### config.mk
export PLATFORM = sky130hd
export DESIGN_NAME = plesr_ctrl
export DESIGN_NICKNAME = d
export VERILOG_FILES = /design/src/sv/plesr_pkg.sv /design/src/sv/plesr_ctrl.sv
export SDC_FILE = /design/constraint.sdc
export NUM_CORES = 1
export LEC_CHECK = 0
export ABC_AREA = 1
export CAP_MARGIN = 20
export CORE_MARGIN = 5
export CORE_UTILIZATION = 32
export CTS_CLUSTER_DIAMETER = 80
export DETAILED_ROUTE_END_ITERATION = 8
export DONT_BUFFER_PORTS = 1
export MAX_ROUTING_LAYER = met4
export SYNTH_ARGS = -nofsm -noshare
export SYNTH_HDL_FRONTEND = slang
export SYNTH_SLANG_ARGS = --single-unit
### constraint.sdc
create_clock -name i_clk -period 2.65 [get_ports i_clk]
set_clock_uncertainty 0.15 [all_clocks]
set_input_delay 0.1325 -clock i_clk [delete_from_list [all_inputs] [get_ports i_clk]]
set_output_delay 0.1325 -clock i_clk [all_outputs]
set_load 0.01 [all_outputs]
### src/sv/plesr_pkg.sv
// Shared types for the polyline equal-spacing resampler.
// Holds the controller states, divider operation codes and the command/status structs.
// No dependencies.
package plesr_pkg;

    localparam int SPW  = 23;   // sample spacing width
    localparam int OFFW = 24;   // carried offset width

    typedef enum logic [3:0] {
        ST_IDLE,
        ST_SQUARE,
        ST_SUM,
        ST_ROOT,
        ST_PLAN,
        ST_DCOUNT,
        ST_DXF,
        ST_DXS,
        ST_DYF,
        ST_DYS,
        ST_EMIT,
        ST_COMMIT
    } t_state;

    typedef enum logic [2:0] {
        DOP_COUNT,
        DOP_XFIRST,
        DOP_XSTEP,
        DOP_YFIRST,
        DOP_YSTEP
    } t_div_op;

    typedef struct packed {
        logic    in_ready;
        logic    accept;
        logic    square;
        logic    sum;
        logic    root_step;
        logic    plan;
        logic    div_start;
        t_div_op div_op;
        logic    div_cap;
        t_div_op cap_op;
        logic    emit;
        logic    commit;
    } t_cmd;

    typedef struct packed {
        logic in_valid;
        logic begin_line;
        logic root_last;
        logic no_pts;
        logic div_done;
        logic last;
        logic out_free;
    } t_status;

endpackage

### src/sv/plesr_ctrl.sv
// Controller state machine of the resampler.
// Depends on plesr_pkg for states, divider codes and command/status structs.
module plesr_ctrl
    import plesr_pkg::*;
(
    input  logic    i_clk,
    input  logic    i_rst_n,
    input  t_status i_status,
    output t_cmd    o_cmd
);
    t_state r_state;
    t_state n_state;

    function automatic logic is_div(t_state s);
        return (s == ST_DCOUNT) || (s == ST_DXF) || (s == ST_DXS) ||
               (s == ST_DYF) || (s == ST_DYS);
    endfunction

    function automatic t_div_op op_of(t_state s);
        t_div_op op;
        case (s)
            ST_DXF:  op = DOP_XFIRST;
            ST_DXS:  op = DOP_XSTEP;
            ST_DYF:  op = DOP_YFIRST;
            ST_DYS:  op = DOP_YSTEP;
            default: op = DOP_COUNT;
        endcase
        return op;
    endfunction

    always_ff @(posedge i_clk) begin
        if (!i_rst_n) begin
            r_state <= ST_IDLE;
        end else begin
            r_state <= n_state;
        end
    end

    always_comb begin
        n_state = r_state;
        case (r_state)
            ST_IDLE: begin
                if (i_status.in_valid && !i_status.begin_line) n_state = ST_SQUARE;
            end
            ST_SQUARE: n_state = ST_SUM;
            ST_SUM:    n_state = ST_ROOT;
            ST_ROOT: begin
                if (i_status.root_last) n_state = ST_PLAN;
            end
            ST_PLAN:   n_state = i_status.no_pts ? ST_COMMIT : ST_DCOUNT;
            ST_DCOUNT: begin
                if (i_status.div_done) n_state = ST_DXF;
            end
            ST_DXF: begin
                if (i_status.div_done) n_state = ST_DXS;
            end
            ST_DXS: begin
                if (i_status.div_done) n_state = ST_DYF;
            end
            ST_DYF: begin
                if (i_status.div_done) n_state = ST_DYS;
            end
            ST_DYS: begin
                if (i_status.div_done) n_state = ST_EMIT;
            end
            ST_EMIT: begin
                if (i_status.out_free && i_status.last) n_state = ST_COMMIT;
            end
            ST_COMMIT: n_state = ST_IDLE;
            default:   n_state = ST_IDLE;
        endcase
    end

    always_comb begin
        o_cmd           = '0;
        o_cmd.in_ready  = (r_state == ST_IDLE);
        o_cmd.accept    = (r_state == ST_IDLE) && i_status.in_valid;
        o_cmd.square    = (r_state == ST_SQUARE);
        o_cmd.sum       = (r_state == ST_SUM);
        o_cmd.root_step = (r_state == ST_ROOT);
        o_cmd.plan      = (r_state == ST_PLAN);
        o_cmd.div_start = is_div(n_state) && (n_state != r_state);
        o_cmd.div_op    = op_of(n_state);
        o_cmd.div_cap   = is_div(r_state) && i_status.div_done;
        o_cmd.cap_op    = op_of(r_state);
        o_cmd.emit      = (r_state == ST_EMIT) && i_status.out_free;
        o_cmd.commit    = (r_state == ST_COMMIT);
    end
endmodule

==> flow_metrics.env <==
export IMPL_synthTopCellsByArea="nand2_1, nor2_1, inv_1"
export IMPL_hold_ws_ps=65.6
export IMPL_fill_cells=230
export IMPL_power_frac_comb_pct=43.7
export IMPL_grt_max_degree=11
export IMPL_synth_top_area_share_pct=29.7
export IMPL_setup_tns_ps=0
export IMPL_crit_fanout=7
export IMPL_synthToLayoutAreaGrowth_pct=10.7
export IMPL_regMostFlops="r_state"
export IMPL_dpl_cell_count=161
export IMPL_core_area_um2=1900
export IMPL_cts_tree="yes"
export IMPL_critPathKind="flop to primary output"
export IMPL_clk_pin_slew_ps=30
export IMPL_synth_edff_count=0
export IMPL_min_period_over_period_pct=83.1
export IMPL_ant_nets=0
export IMPL_synth_top_cell_by_area="nand2_1"
export IMPL_largest_reg_flops=4
export IMPL_synth_common_cells="nand2_1, nor2_1, inv_1, nand3_1, dfxtp_1"
export IMPL_diodes=0
export IMPL_timing_max_cap_violations=0
export IMPL_drt_total_wl_um=1710
export IMPL_outcome="finished clean"
export IMPL_syn_inst=134
export IMPL_die_height_um=54.0
export IMPL_switchingPower_w=0.000108
export IMPL_drt_iter0_markers=28
export IMPL_fin_nets=149
export IMPL_grt_pass1_vias=627
export IMPL_rsz0062_at_grt="false"
export IMPL_firstDrtPassIters=4
export IMPL_leakage_nw=0.459
export IMPL_slew_headroom_pct=69.1
export IMPL_ys_ff_latch=4
export IMPL_setup_worst_path_end_class="primary output"
export IMPL_clock_path_buffers=2
export IMPL_p_int_w=0.000148
export IMPL_cts_hold_buf=1
export IMPL_async_flop_share_pct=0
export IMPL_max_freq_ghz=0.454
export IMPL_clkPwrFrac_pct=27.2
export IMPL_row_count=16
export IMPL_reg_top3="r_state x4"
export IMPL_h_tree_depth=1
export IMPL_cts_sinks=4
export IMPL_critical_path_max_stage_delay_ps=450
export IMPL_cp_required_ps=2370
export IMPL_finalNonFillerCells=165
export IMPL_gp_routability_congestion=0.914
export IMPL_cp_slowest_cell="dfxtp_1"
export IMPL_drt_vias_per_instance=4.79
export IMPL_ir_drop_v=0.000156
export IMPL_cts_root_buf="clkbuf_4"
export IMPL_die_x_um=54.0
export IMPL_synth_nets=143
export IMPL_yosysMostFrequentCell="nand2_1"
export IMPL_grt_antenna_before_repair=0
export IMPL_worstSetupStartpointType="flop"
export IMPL_finalHoldViolations=0
export IMPL_setup_viol=0
export IMPL_regArea_um2=80.1
export IMPL_overflow=0
export IMPL_routed_via_count=791
export IMPL_tightest_slew_ps=459
export IMPL_clock_insertion_delay_worst_skew_ps=220
export IMPL_io_buffer_count=0
export IMPL_avgSynthCellArea_um2=4.62
export IMPL_yosys_warnings=0
export IMPL_cts_resized=0
export IMPL_grt_pass1_wl_um=2650
export IMPL_slew_viol_final=0
export IMPL_crit_chain="inv_1 > nor2_1 > nand2_1 > nand2_1 > nor2_1 > nand2_1 > inv_1 > nor2_1 > nor2_1 > nor2_1"
export IMPL_powerDensity_nw_per_um2=374
export IMPL_post_route_min_period_ps=2200
export IMPL_post_cts_buffers=0
export IMPL_yosysUniqueCellTypes=12
export IMPL_drt_drc_violations_left=0
export IMPL_cp_arrival_ps=1920
export IMPL_grtUsageTotal_pct=12.1
export IMPL_dieArea_um2=2920
export IMPL_pwr_share_seq_pct=29.1
export IMPL_start_util_pct=32.6
export IMPL_pin_count=25
export IMPL_numCtsBuffers=3
export IMPL_swShare_pct=42.1
export IMPL_ys_seq_area_share_pct=12.9
export IMPL_hp_class="input port to flop"
export IMPL_synth_area_um2=619
export IMPL_wl_per_cell_um=10.4
export IMPL_synth_flop_cell="dfxtp_1"
export IMPL_dp_hpwl_um=1470
export IMPL_multi_input_area_um2=453
export IMPL_critPathBufInv=2
export IMPL_critical_path_most_common_cell="nor2_1"
export IMPL_cp_top_family="simple AND/OR/NAND/NOR gates"
export IMPL_drive_gt1_share_pct=4.35
[final timing paths]
check	startpoint	to	slack, ps	cells after the start
worst min-delay path	i_status[2]	r_state[1]	70	4
worst max-delay path	r_state[0]	o_cmd[9]	450	10
worst min register to register	r_state[3]	r_state[3]	570	3
worst max register to register	r_state[2]	r_state[0]	960	9
[cells in the final DEF, fill, tap and decap left out]
cell type and n:
a21oi_1 1, clkbuf_4 3, dfxtp_1 4, dlygate4sd3_1 1
inv_1 23, nand2_1 49, nand3_1 15, nand3_2 2
nand4_1 1, nor2_1 33, nor2_4 1, nor3_1 1
o21ai_0 3, o31ai_1 1
[per-layer routing]
layer / track usage [%] / routed length [um]
met2: 20.8 / 838
met5: - / 0
met4: 1.24 / 0
met1: 16.0 / 785
met3: 0.831 / 85
[cell families (layout without fill, tap and decap cells)]
logic type	after synthesis	in the layout	synth area share, %
simple gates	102	102	68.7
compound gates	5	5	4.44
flops	4	4	12.9
buf+inv	23	27	13.9
[stage by stage]
| step | power, W | utilization, % | worst slack, ps | instance area [um2] |
|---|---|---|---|---|
| 6_report | 0.000256 | 36.1 | 449 | 686 |
| 3_3_place_gp | 0.000185 | 34.3 | 682 | 653 |
| 4_1_cts | 0.000260 | 36.1 | 452 | 686 |
| 3_5_place_dp | 0.000185 | 34.3 | 697 | 653 |
| 2_1_floorplan | 0.000164 | - | 957 | 619 |
| 5_1_grt | 0.000282 | 36.1 | 266 | 686 |
[power groups by stage]
stage               Sequential, W  Clock (W)  Combinational [W]
floorplan               0.0000724          0          0.0000921
global placement        0.0000753          0           0.000110
global route            0.0000757  0.0000795           0.000126
detailed placement      0.0000752          0           0.000110
finish                  0.0000746  0.0000697           0.000112
CTS                     0.0000742  0.0000734           0.000112
[cell type report]
type	instances	area share (%)
multi-input combinational	107	66.1
sequential	4	11.7
timing repair buffer	1	1.46
inverter	23	12.6
tap	27	4.93
clock buffer	3	3.28
[tightest hold or removal path: cells and delay by family]
family        cells  cell delay, ps
simple gates      4             270
No activity file was read; power rests on OpenSTA's default activity.
